File: src/sv/rrsg_pkg.sv
// Shared widths, limits, codes and payload types of the rounded rectangle span generator.
package rrsg_pkg;

  localparam int XY_W       = 10;
  localparam int SZ_W       = 11;
  localparam int RAD_W      = 10;
  localparam int BW_W       = 6;
  localparam int CMD_W      = 11;
  localparam int MAX_RADIUS = 15;
  localparam int RC_W       = $clog2(MAX_RADIUS + 1);
  localparam int CRD_W      = 14;
  localparam int I_W        = (BW_W > RC_W) ? BW_W : RC_W;
  localparam int K_W        = (RC_W > 1) ? $clog2(RC_W) : 1;

  // Box kinds and command opcodes.
  localparam logic KIND_FILLED  = 1'b0;
  localparam logic KIND_OUTLINE = 1'b1;
  localparam logic OP_FILL      = 1'b0;
  localparam logic OP_FRAME     = 1'b1;

  typedef logic signed [CRD_W-1:0] crd_t;

  typedef struct packed {
    logic             op;
    logic [CMD_W-1:0] cmd_x;
    logic [CMD_W-1:0] cmd_y;
    logic [CMD_W-1:0] cmd_w;
    logic [CMD_W-1:0] cmd_h;
  } cmd_t;

endpackage

File: src/sv/rrsg_if.sv
// Valid/ready channel interfaces for box requests and drawing commands.
interface rrsg_box_if;
  import rrsg_pkg::*;

  logic             valid;
  logic             ready;
  logic             kind;
  logic [XY_W-1:0]  left;
  logic [XY_W-1:0]  top;
  logic [SZ_W-1:0]  box_width;
  logic [SZ_W-1:0]  box_height;
  logic [RAD_W-1:0] radius;
  logic [BW_W-1:0]  border;

  modport source (output valid, kind, left, top, box_width, box_height, radius, border,
                  input ready);
  modport sink (input valid, kind, left, top, box_width, box_height, radius, border,
                output ready);
endinterface

interface rrsg_cmd_if;
  import rrsg_pkg::*;

  logic             valid;
  logic             ready;
  logic             op;
  logic [CMD_W-1:0] cmd_x;
  logic [CMD_W-1:0] cmd_y;
  logic [CMD_W-1:0] cmd_w;
  logic [CMD_W-1:0] cmd_h;
  logic             last;

  modport source (output valid, op, cmd_x, cmd_y, cmd_w, cmd_h, last, input ready);
  modport sink (input valid, op, cmd_x, cmd_y, cmd_w, cmd_h, last, output ready);
endinterface

File: src/sv/rounded_rect_span_generator.sv
// Top level: turns one rounded box request into a stream of 2D drawing commands.
//
//   channel   direction  beat contents
//   in_box    sink       kind, left, top, box_width, box_height, radius, border
//   out_cmd   source     op, cmd_x, cmd_y, cmd_w, cmd_h, last
//
// One box is worked on at a time; in_box.ready is high only while the sequencer idles.
// Each corner row runs one or two integer square roots on a shared bit-serial root unit
// and then emits its commands. Reset is synchronous and active low and clears the
// sequencer and the valid flags. A stalled out_cmd holds one command in the output
// register and one in a pending register; the sequencer waits only when both are full.
module rounded_rect_span_generator (
  input  logic        clk,
  input  logic        rst_n,
  rrsg_box_if.sink    in_box,
  rrsg_cmd_if.source  out_cmd
);
  import rrsg_pkg::*;

  typedef enum logic [2:0] {
    S_IDLE,
    S_SETUP,
    S_LOAD,
    S_ROOT,
    S_EMIT,
    S_FLUSH
  } state_t;

  // Which command the emit state is presenting.
  typedef enum logic [3:0] {
    C_FILL_ALL,
    C_FILL_MID,
    C_RING,
    C_EDGE_T,
    C_EDGE_B,
    C_EDGE_L,
    C_EDGE_R,
    C_ROW_T,
    C_ROW_B,
    C_SPL_TL,
    C_SPL_TR,
    C_SPL_BL,
    C_SPL_BR
  } sel_t;

  state_t            state_r;
  sel_t              sel_r;

  // Latched request.
  logic              kind_r;
  logic [XY_W-1:0]   x_r;
  logic [XY_W-1:0]   y_r;
  logic [SZ_W-1:0]   w_r;
  logic [SZ_W-1:0]   h_r;
  logic [RAD_W-1:0]  rad_r;
  logic [BW_W-1:0]   bw_r;

  // Working values.
  logic [RC_W-1:0]   rc_r;
  logic [RC_W-1:0]   ri_r;
  logic              ri_pos_r;
  logic [I_W-1:0]    i_r;
  logic [RC_W-1:0]   dxo_r;
  logic [RC_W-1:0]   dxi_r;
  logic              inner_r;

  // Shared square root unit.
  logic [2*RC_W-1:0] sq_n_r;
  logic [RC_W-1:0]   sq_q_r;
  logic [K_W-1:0]    sq_k_r;

  // Pending command and output register.
  logic              pend_vld_r;
  cmd_t              pend_r;
  logic              out_vld_r;
  cmd_t              out_r;
  logic              out_last_r;

  // ---------------------------------------------------------------------------------
  // Radius clamp against half width, half height and the corner limit.
  // ---------------------------------------------------------------------------------
  logic [RAD_W-1:0] rad_m1;
  logic [RAD_W-1:0] rad_m2;
  logic [RC_W-1:0]  rc_clamp;

  always_comb begin
    rad_m1   = (rad_r > RAD_W'(w_r >> 1)) ? RAD_W'(w_r >> 1) : rad_r;
    rad_m2   = (rad_m1 > RAD_W'(h_r >> 1)) ? RAD_W'(h_r >> 1) : rad_m1;
    rc_clamp = (rad_m2 > RAD_W'(MAX_RADIUS)) ? RC_W'(MAX_RADIUS) : rad_m2[RC_W-1:0];
  end

  // ---------------------------------------------------------------------------------
  // Root operand: base^2 - dy^2 is formed as (base - dy) * (base + dy).
  // ---------------------------------------------------------------------------------
  logic [RC_W-1:0]   dy;
  logic [RC_W-1:0]   root_base;
  logic [RC_W-1:0]   root_diff;
  logic [RC_W:0]     root_sum;
  logic [2*RC_W-1:0] root_prod;
  logic              split_row;
  logic              row_last;
  logic              ring_last;

  always_comb begin
    dy        = rc_r - i_r[RC_W-1:0];
    root_base = inner_r ? ri_r : rc_r;
    root_diff = root_base - dy;
    root_sum  = (RC_W+1)'(root_base) + (RC_W+1)'(dy);
    root_prod = (2*RC_W)'(root_diff) * (2*RC_W)'(root_sum);
    split_row = (kind_r == KIND_OUTLINE) && ri_pos_r && (dy <= ri_r);
    row_last  = (i_r[RC_W-1:0] == rc_r - RC_W'(1));
    ring_last = (i_r == I_W'(bw_r) - I_W'(1));
  end

  // One result bit per cycle: keep the trial bit when its square still fits.
  logic [RC_W-1:0]   trial;
  logic [2*RC_W-1:0] trial_sq;
  logic [RC_W-1:0]   q_step;

  always_comb begin
    trial    = sq_q_r | (RC_W'(1) << sq_k_r);
    trial_sq = (2*RC_W)'(trial) * (2*RC_W)'(trial);
    q_step   = (trial_sq <= sq_n_r) ? trial : sq_q_r;
  end

  // ---------------------------------------------------------------------------------
  // Candidate command. Rectangles are always emitted; spans only when not empty.
  // ---------------------------------------------------------------------------------
  crd_t xs, ys, ws, hs, rs, bs, is, dxo_s, dxi_s, y_row_t, y_row_b;
  crd_t cx, cy, cw, ch, sx1, sx2;
  logic cop;
  logic is_span;
  logic cand_vis;
  cmd_t cand;

  always_comb begin
    xs      = crd_t'(x_r);
    ys      = crd_t'(y_r);
    ws      = crd_t'(w_r);
    hs      = crd_t'(h_r);
    rs      = crd_t'(rc_r);
    bs      = crd_t'(bw_r);
    is      = crd_t'(i_r);
    dxo_s   = crd_t'(dxo_r);
    dxi_s   = crd_t'(dxi_r);
    y_row_t = ys + is;
    y_row_b = ys + hs - crd_t'(1) - is;

    cop     = OP_FILL;
    is_span = 1'b0;
    cx      = xs;
    cy      = ys;
    cw      = ws;
    ch      = hs;
    sx1     = xs + dxo_s;
    sx2     = xs + ws - crd_t'(1) - dxo_s;

    unique case (sel_r)
      C_FILL_ALL: begin
      end
      C_FILL_MID: begin
        cy = ys + rs;
        ch = hs - (rs <<< 1);
      end
      C_RING: begin
        cop = OP_FRAME;
        cx  = xs + is;
        cy  = ys + is;
        cw  = ws - (is <<< 1);
        ch  = hs - (is <<< 1);
      end
      C_EDGE_T: begin
        cx = xs + rs;
        cw = ws - (rs <<< 1);
        ch = bs;
      end
      C_EDGE_B: begin
        cx = xs + rs;
        cy = ys + hs - bs;
        cw = ws - (rs <<< 1);
        ch = bs;
      end
      C_EDGE_L: begin
        cy = ys + rs;
        cw = bs;
        ch = hs - (rs <<< 1);
      end
      C_EDGE_R: begin
        cx = xs + ws - bs;
        cy = ys + rs;
        cw = bs;
        ch = hs - (rs <<< 1);
      end
      C_ROW_T: begin
        is_span = 1'b1;
        cy      = y_row_t;
      end
      C_ROW_B: begin
        is_span = 1'b1;
        cy      = y_row_b;
      end
      C_SPL_TL: begin
        is_span = 1'b1;
        cy      = y_row_t;
        sx2     = xs + dxi_s - crd_t'(1);
      end
      C_SPL_TR: begin
        is_span = 1'b1;
        cy      = y_row_t;
        sx1     = xs + ws - dxi_s;
      end
      C_SPL_BL: begin
        is_span = 1'b1;
        cy      = y_row_b;
        sx2     = xs + dxi_s - crd_t'(1);
      end
      C_SPL_BR: begin
        is_span = 1'b1;
        cy      = y_row_b;
        sx1     = xs + ws - dxi_s;
      end
      default: begin
      end
    endcase

    cand_vis = 1'b1;
    if (is_span) begin
      cx       = sx1;
      cw       = sx2 - sx1 + crd_t'(1);
      ch       = crd_t'(1);
      cand_vis = (sx1 <= sx2);
    end

    // Coordinates wrap to 11 bits; a size that is not positive goes out as zero.
    cand.op    = cop;
    cand.cmd_x = cx[CMD_W-1:0];
    cand.cmd_y = cy[CMD_W-1:0];
    cand.cmd_w = (cw <= crd_t'(0)) ? '0 : cw[CMD_W-1:0];
    cand.cmd_h = (ch <= crd_t'(0)) ? '0 : ch[CMD_W-1:0];
  end

  // The pending command moves on when the output register is empty or being taken.
  logic slot_free;
  logic emit_go;
  logic out_load;

  assign slot_free = !out_vld_r || out_cmd.ready;
  assign emit_go   = !cand_vis || !pend_vld_r || slot_free;
  assign out_load  = pend_vld_r &&
                     (((state_r == S_EMIT) && emit_go && cand_vis) ||
                      ((state_r == S_FLUSH) && slot_free));

  // ---------------------------------------------------------------------------------
  // Sequencer.
  // ---------------------------------------------------------------------------------
  always_ff @(posedge clk) begin
    if (!rst_n) begin
      state_r    <= S_IDLE;
      pend_vld_r <= 1'b0;
      out_vld_r  <= 1'b0;
    end else begin
      out_vld_r <= out_load || (out_vld_r && !out_cmd.ready);

      unique case (state_r)
        S_IDLE: begin
          if (in_box.valid) begin
            kind_r  <= in_box.kind;
            x_r     <= in_box.left;
            y_r     <= in_box.top;
            w_r     <= in_box.box_width;
            h_r     <= in_box.box_height;
            rad_r   <= in_box.radius;
            bw_r    <= in_box.border;
            state_r <= S_SETUP;
          end
        end

        S_SETUP: begin
          rc_r     <= rc_clamp;
          ri_r     <= rc_clamp - bw_r[RC_W-1:0];
          ri_pos_r <= (BW_W'(rc_clamp) > bw_r);
          i_r      <= '0;
          inner_r  <= 1'b0;
          if (kind_r == KIND_FILLED) begin
            if (rc_clamp == '0) begin
              sel_r   <= C_FILL_ALL;
              state_r <= S_EMIT;
            end else begin
              state_r <= S_LOAD;
            end
          end else if (bw_r == '0) begin
            state_r <= S_IDLE;
          end else if (rc_clamp == '0) begin
            sel_r   <= C_RING;
            state_r <= S_EMIT;
          end else begin
            sel_r   <= C_EDGE_T;
            state_r <= S_EMIT;
          end
        end

        S_LOAD: begin
          sq_n_r  <= root_prod;
          sq_q_r  <= '0;
          sq_k_r  <= K_W'(RC_W - 1);
          state_r <= S_ROOT;
        end

        S_ROOT: begin
          sq_q_r <= q_step;
          if (sq_k_r == '0) begin
            if (!inner_r) begin
              dxo_r <= rc_r - q_step;
              if (split_row) begin
                inner_r <= 1'b1;
                state_r <= S_LOAD;
              end else begin
                sel_r   <= C_ROW_T;
                state_r <= S_EMIT;
              end
            end else begin
              // The inner inset is the border plus the inner circle's own inset.
              dxi_r   <= rc_r - q_step;
              sel_r   <= C_SPL_TL;
              state_r <= S_EMIT;
            end
          end else begin
            sq_k_r <= sq_k_r - K_W'(1);
          end
        end

        S_EMIT: begin
          if (emit_go) begin
            if (cand_vis) begin
              pend_r     <= cand;
              pend_vld_r <= 1'b1;
              if (pend_vld_r) begin
                out_r      <= pend_r;
                out_last_r <= 1'b0;
              end
            end

            unique case (sel_r)
              C_FILL_ALL, C_FILL_MID: state_r <= S_FLUSH;
              C_RING: begin
                if (ring_last) begin
                  state_r <= S_FLUSH;
                end else begin
                  i_r <= i_r + I_W'(1);
                end
              end
              C_EDGE_T: sel_r <= C_EDGE_B;
              C_EDGE_B: sel_r <= C_EDGE_L;
              C_EDGE_L: sel_r <= C_EDGE_R;
              C_EDGE_R: begin
                i_r     <= '0;
                inner_r <= 1'b0;
                state_r <= S_LOAD;
              end
              C_ROW_T:  sel_r <= C_ROW_B;
              C_SPL_TL: sel_r <= C_SPL_TR;
              C_SPL_TR: sel_r <= C_SPL_BL;
              C_SPL_BL: sel_r <= C_SPL_BR;
              C_ROW_B, C_SPL_BR: begin
                if (row_last) begin
                  if (kind_r == KIND_OUTLINE) begin
                    state_r <= S_FLUSH;
                  end else begin
                    sel_r <= C_FILL_MID;
                  end
                end else begin
                  i_r     <= i_r + I_W'(1);
                  inner_r <= 1'b0;
                  state_r <= S_LOAD;
                end
              end
              default: state_r <= S_FLUSH;
            endcase
          end
        end

        S_FLUSH: begin
          // The command still pending is the box's final one.
          if (!pend_vld_r) begin
            state_r <= S_IDLE;
          end else if (slot_free) begin
            out_r      <= pend_r;
            out_last_r <= 1'b1;
            pend_vld_r <= 1'b0;
            state_r    <= S_IDLE;
          end
        end

        default: state_r <= S_IDLE;
      endcase
    end
  end

  assign in_box.ready  = (state_r == S_IDLE);
  assign out_cmd.valid = out_vld_r;
  assign out_cmd.op    = out_r.op;
  assign out_cmd.cmd_x = out_r.cmd_x;
  assign out_cmd.cmd_y = out_r.cmd_y;
  assign out_cmd.cmd_w = out_r.cmd_w;
  assign out_cmd.cmd_h = out_r.cmd_h;
  assign out_cmd.last  = out_last_r;

`ifndef SYNTHESIS
  // A new box never starts while a command of the previous one is still held back.
  a_idle_no_pending: assert property (@(posedge clk) disable iff (!rst_n)
    in_box.ready |-> !pend_vld_r)
    else $error("box accepted with a command still pending");

  // Corner rows stay inside the clamped radius.
  a_row_in_radius: assert property (@(posedge clk) disable iff (!rst_n)
    (state_r == S_LOAD || state_r == S_ROOT) |-> (I_W'(rc_r) > i_r))
    else $error("corner row beyond the radius");

  // The inner circle never lies outside the outer one on a split row.
  a_inner_inside: assert property (@(posedge clk) disable iff (!rst_n)
    (state_r == S_EMIT && (sel_r == C_SPL_TL || sel_r == C_SPL_TR ||
                           sel_r == C_SPL_BL || sel_r == C_SPL_BR))
      |-> (dxi_r >= dxo_r))
    else $error("inner inset smaller than outer inset");

  // A command is never dropped: the output register is refilled only when free.
  a_no_overwrite: assert property (@(posedge clk) disable iff (!rst_n)
    (out_vld_r && !out_cmd.ready) |=> (out_vld_r && $stable(out_r) && $stable(out_last_r)))
    else $error("output command overwritten while stalled");
`endif

endmodule

File: src/flat_wrapper.sv
// flat-port wrapper written by rule: the top's interface ports become plain ports
module rounded_rect_span_generator_flat import rrsg_pkg::*;
  (clk, rst_n, in_box_valid, in_box_kind, in_box_left, in_box_top, in_box_box_width, in_box_box_height, in_box_radius, in_box_border, in_box_ready, out_cmd_valid, out_cmd_op, out_cmd_cmd_x, out_cmd_cmd_y, out_cmd_cmd_w, out_cmd_cmd_h, out_cmd_last, out_cmd_ready);
  rrsg_box_if in_box_i ();
  rrsg_cmd_if out_cmd_i ();
  input  logic clk;
  input  logic rst_n;
  input wire logic [$bits(in_box_i.valid)-1:0] in_box_valid;
  input wire logic [$bits(in_box_i.kind)-1:0] in_box_kind;
  input wire logic [$bits(in_box_i.left)-1:0] in_box_left;
  input wire logic [$bits(in_box_i.top)-1:0] in_box_top;
  input wire logic [$bits(in_box_i.box_width)-1:0] in_box_box_width;
  input wire logic [$bits(in_box_i.box_height)-1:0] in_box_box_height;
  input wire logic [$bits(in_box_i.radius)-1:0] in_box_radius;
  input wire logic [$bits(in_box_i.border)-1:0] in_box_border;
  output wire logic [$bits(in_box_i.ready)-1:0] in_box_ready;
  output wire logic [$bits(out_cmd_i.valid)-1:0] out_cmd_valid;
  output wire logic [$bits(out_cmd_i.op)-1:0] out_cmd_op;
  output wire logic [$bits(out_cmd_i.cmd_x)-1:0] out_cmd_cmd_x;
  output wire logic [$bits(out_cmd_i.cmd_y)-1:0] out_cmd_cmd_y;
  output wire logic [$bits(out_cmd_i.cmd_w)-1:0] out_cmd_cmd_w;
  output wire logic [$bits(out_cmd_i.cmd_h)-1:0] out_cmd_cmd_h;
  output wire logic [$bits(out_cmd_i.last)-1:0] out_cmd_last;
  input wire logic [$bits(out_cmd_i.ready)-1:0] out_cmd_ready;
  assign in_box_i.valid = in_box_valid;
  assign in_box_i.kind = in_box_kind;
  assign in_box_i.left = in_box_left;
  assign in_box_i.top = in_box_top;
  assign in_box_i.box_width = in_box_box_width;
  assign in_box_i.box_height = in_box_box_height;
  assign in_box_i.radius = in_box_radius;
  assign in_box_i.border = in_box_border;
  assign in_box_ready = in_box_i.ready;
  assign out_cmd_valid = out_cmd_i.valid;
  assign out_cmd_op = out_cmd_i.op;
  assign out_cmd_cmd_x = out_cmd_i.cmd_x;
  assign out_cmd_cmd_y = out_cmd_i.cmd_y;
  assign out_cmd_cmd_w = out_cmd_i.cmd_w;
  assign out_cmd_cmd_h = out_cmd_i.cmd_h;
  assign out_cmd_last = out_cmd_i.last;
  assign out_cmd_i.ready = out_cmd_ready;
  rounded_rect_span_generator u_core (.clk(clk), .rst_n(rst_n), .in_box(in_box_i), .out_cmd(out_cmd_i));
endmodule
File: config.mk
export PLATFORM = sky130hd
export DESIGN_NAME = rounded_rect_span_generator_flat
export DESIGN_NICKNAME = d
export VERILOG_FILES = /design/src/sv/rrsg_pkg.sv /design/src/sv/rrsg_if.sv /design/src/sv/rounded_rect_span_generator.sv /design/src/flat_wrapper.sv
export SDC_FILE = /design/constraint.sdc
export NUM_CORES = 1
export LEC_CHECK = 0
export BUFFER_PORTS_ARGS = -buffer_cell sky130_fd_sc_hd__buf_2
export CAP_MARGIN = 25
export CORE_ASPECT_RATIO = 1.4
export CORE_UTILIZATION = 56
export DETAILED_ROUTE_END_ITERATION = 6
export GPL_TIMING_DRIVEN = 0
export PLACE_DENSITY = 0.78
export SYNTH_ARGS = -nofsm -noshare
export SYNTH_HDL_FRONTEND = slang
export SYNTH_SLANG_ARGS = --single-unit
File: constraint.sdc
create_clock -name clk -period 7.8 [get_ports clk]
set_input_delay 1.17 -clock clk [delete_from_list [all_inputs] [get_ports clk]]
set_output_delay 1.17 -clock clk [all_outputs]
set_load 0.02 [all_outputs]
==> results by group <==
Status
  – Status: completed

Placement
  – PortBufs: between 100 and 150
  – Routability cong.: a little under 1
  – DPL Wire Length: 36500 µm
  – Cell Area, Placed: roughly 17000 µm²

Detailed routing
  – First-pass DRT Iterations: 6
  – Vias: approximately 14000
  – Total Wirelength: 45800 µm
  – Post-route ant nets: 0
  – Vias per cell: just over 6
  – Drt wl/cell: slightly above 20 µm
  – DRC viols: 0
  – Initial DRC count: 1000

STA
  – Period utilization: between 90% and 100%
  – Setup Viol. Count Final: 0
  – Slew margin rel.: about 20%
  – Setup TNS: 0 ns
  – Final hold viol count: 0
  – Post-layout minimum cycle time: approximately 7.3 ns
  – RSZ-0062 raised after global routing: no
  – Tightest Pin Transition: approximately 1.2 ns
  – Worst Skew: 0.0209 ns
  – Hold slack: 0.424 ns
  – Final Max Tran Viols: 0
  – Max Clk Rate: between 0.1 and 0.15 GHz

Yosys
  – Syn nets: 1984
  – Synth area leaders: edfxtp_1 35%, ha_1 15%, xnor2_1 4.6%, inv_1 3.4%, a21oi_1 3.3%
  – Async SR Flop Fraction: 0%
  – Post-synth top flop: edfxtp_1
  – Cells after Synth: between 1500 and 2000
  – Seq/Total Area, Yosys: ~36%
  – EDFF count, synth: roughly 190
  – Commonest cells in the netlist: 192 x edfxtp_1, 189 x ha_1, 149 x inv_1
  – Biggest area consumer among synthesized cells: edfxtp_1
  – Yosys top cell area share: a little over a third
  – Count leader, synth: edfxtp_1
  – Synth unique cells: slightly below 80
  – Syn avg cell area: about 9.6 µm²
  – Number of synthesized register bits: about 200
  – Mapped Area: ~16000 µm²
  – Synth Warn #: 0

CTS
  – CTS max path bufs: 2
  – Num CTS Buffers: 17
  – Count of hold-fix buffers inserted at cts: 0
  – Clock Root Buffer: clkbuf_16
  – CTS tree: yes
  – Setup bufs post-CTS: 0
  – Post_cts resized: 0
  – Clk_lat worst skew: about 0.47 ns
  – H-tree depth: 4
  – TritonCTS Sinks: 197
  – Clk pin slew, worst setup/hold paths: ~0.080 ns

Critical path
  – WP buf/inv: 3
  – Top delay family on crit path: compound AO/OA/AOI/OAI gates
  – WP depth: 23
  – CP max FO: 23
  – Reg2reg path depth: 23
  – Type of element launching the critical path: flop
  – Worst r2r src: u_core.x_r[0]
  – Critical Path Max Stage Delay: 1.00 ns
  – Crit path top cell by count: nand2_1
  – Crit end category: flop
  – Crit path from: u_core.x_r[0]
  – Crit path DAT: 7.48 ns
  – Critical path class: reg -> reg
  – Crit path required time: ~8 ns
  – Critical path cell sequence: ha_1, fa_1, a211oi_4, nor3_1, or2_1, o311ai_1, buf_2, nand4_1, o211ai_1, a21oi_1, o221a_2, ha_1, nand2_1, nor2_1, nand2_1, or3_1, a31oi_1, a21oi_1, nand2_1, nand2_1, nor3_4, buf_16, buf_16
  – Crit-path slowest cell: o311ai_1

Die
  – Die W: ~150 µm
  – Die Y: just over 200 µm
  – I/O pin count: about 110
  – Starting Density: 57.2%
  – Row count: 73
  – CORE AREA: 28500 µm²
  – Die ar.: 29800 µm²

Power and ir drop
  – Cell Pwr Density: 389 nW/µm²
  – VDD IR max: approximately 0.00075 V
  – Leakage: approximately 7.6 nW

Global route
  – Largest net degree at the start of global routing: 60
  – Total congestion overflow: 0
  – GRT Total Usage: 31.2%
  – Via count of the first global-routing pass: roughly 13000
  – Initial antenna violation count: 1
  – First-pass GRT wire length: slightly above 70000 µm

Finish
  – Area growth, synth to finish: 10.9%
  – ANT cells: 0
  – Share of cells above drive strength 1: about a tenth
  – Final net count: around 2100
  – Design area: ~18000 µm²

Hold path
  – Min-Delay Path Class: reg -> reg
  – Worst hold stages: 0
  – Worst min-delay path startpoint: u_core.pend_r[19]

Job
  – Max cap viols: 0
## state kept, by name, summed over array words and instances, names as in the netlist, 6 cells and up
name	flops
u_core.rad_r	10
u_core.out_cmd.cmd_x	11
u_core.out_cmd.cmd_w	11
u_core.pend_r	45
u_core.y_r	10
u_core.x_r	10
u_core.i_r	6
u_core.w_r	11
u_core.h_r	11
u_core.out_cmd.cmd_h	11
u_core.bw_r	6
u_core.sq_n_r	8
u_core.out_cmd.cmd_y	11
## cell usage in the layout (no fill, tap or decap), drive strengths merged, types with 8 or more instances in the layout
master	synthesis	routed
edfxtp	192	192
nand2b	37	37
o31ai	8	8
nor3	54	54
inv	150	158
fa	27	27
nor3b	8	8
a21oi	109	109
a221oi	13	13
and2	19	19
a21o	50	50
a211oi	26	26
and3	16	16
nand3	35	35
mux2i	16	16
nand4	16	16
ha	189	189
or3	14	14
xnor2	85	85
o21a	12	12
o21ai	97	97
mux2	18	18
nor2b	36	36
o211ai	15	15
nand2	112	112
clkbuf	43	60
nor2	136	136
o22ai	8	8
a31oi	11	11
xor2	51	51
o21bai	11	11
buf	3	118
## kinds of logic (layout without fill, tap and decap cells)
group	count (synthesis)	in the layout	synth area share, %
compound gates	416	416	16.6
flops	197	197	36.0
mux	34	34	2.23
xor+xnor	136	136	7.31
fa+ha+maj	216	216	17.8
simple gates	508	508	15.4
buf+inv	198	345	4.62
## power by group
| group | internal, mW | switching [mW] |
|---|---|---|
| clock | 0.499 | 0.460 |
| sequential | 1.49 | 0.129 |
| combinational | 1.75 | 2.71 |
| total | 3.74 | 3.30 |
## worst register-to-register path: stages (launching register included)
cell and delay (ns):
edfxtp_1 0.55, ha_1 0.31, fa_1 0.47, a211oi_4 0.33
nor3_1 0.15, or2_1 0.28, o311ai_1 1.00, buf_2 0.41
nand4_1 0.12, o211ai_1 0.14, a21oi_1 0.13, o221a_2 0.36
ha_1 0.32, nand2_1 0.08, nor2_1 0.18, nand2_1 0.12
or3_1 0.37, a31oi_1 0.18, a21oi_1 0.17, nand2_1 0.15
nand2_1 0.10, nor3_4 0.64, buf_16 0.25, buf_16 0.20
## routing by layer
metal  GRT usage (%)  up-vias  part of all wire (%)
li1                -     6457                     -
met4            23.1        2                   7.5
met1            33.3     6445                    37
met5               0        -                 0.031
met2            56.2      581                    51
met3            4.24      191                   5.0
## final timing paths
kind	slack, ns	end
max	0.49	u_core.out_cmd.cmd_x[6]
min	0.42	u_core.out_cmd.cmd_w[8]
max reg2reg	0.49	u_core.out_cmd.cmd_x[6]
min reg2reg	0.42	u_core.out_cmd.cmd_w[8]
## area by class of cell
| cell class | count | area [µm²] |
|---|---|---|
| clock inverters | 15 | 220 |
| fillers | 2370 | 10400 |
| plain buffers | 46 | 183 |
| inverters | 152 | 571 |
| clock buffers | 17 | 425 |
| well taps | 375 | 469 |
| flip-flops and latches | 197 | 5870 |
| repair buffers | 115 | 638 |
| multi-input cells | 1310 | 9700 |
## through the flow
stage	power, mW	setup WS (ns)	utilization, %	instances
6_report	7.04	0.487	63.4	2227
3_3_place_gp	5.83	-1.47	60.8	2190
4_1_cts	6.96	0.601	63.4	2225
2_1_floorplan	4.81	1.00	-	1705
3_5_place_dp	5.97	0.619	61.1	2193
5_1_grt	7.53	0.279	63.4	2227
Note: power is estimated with default switching activity, not from simulation.
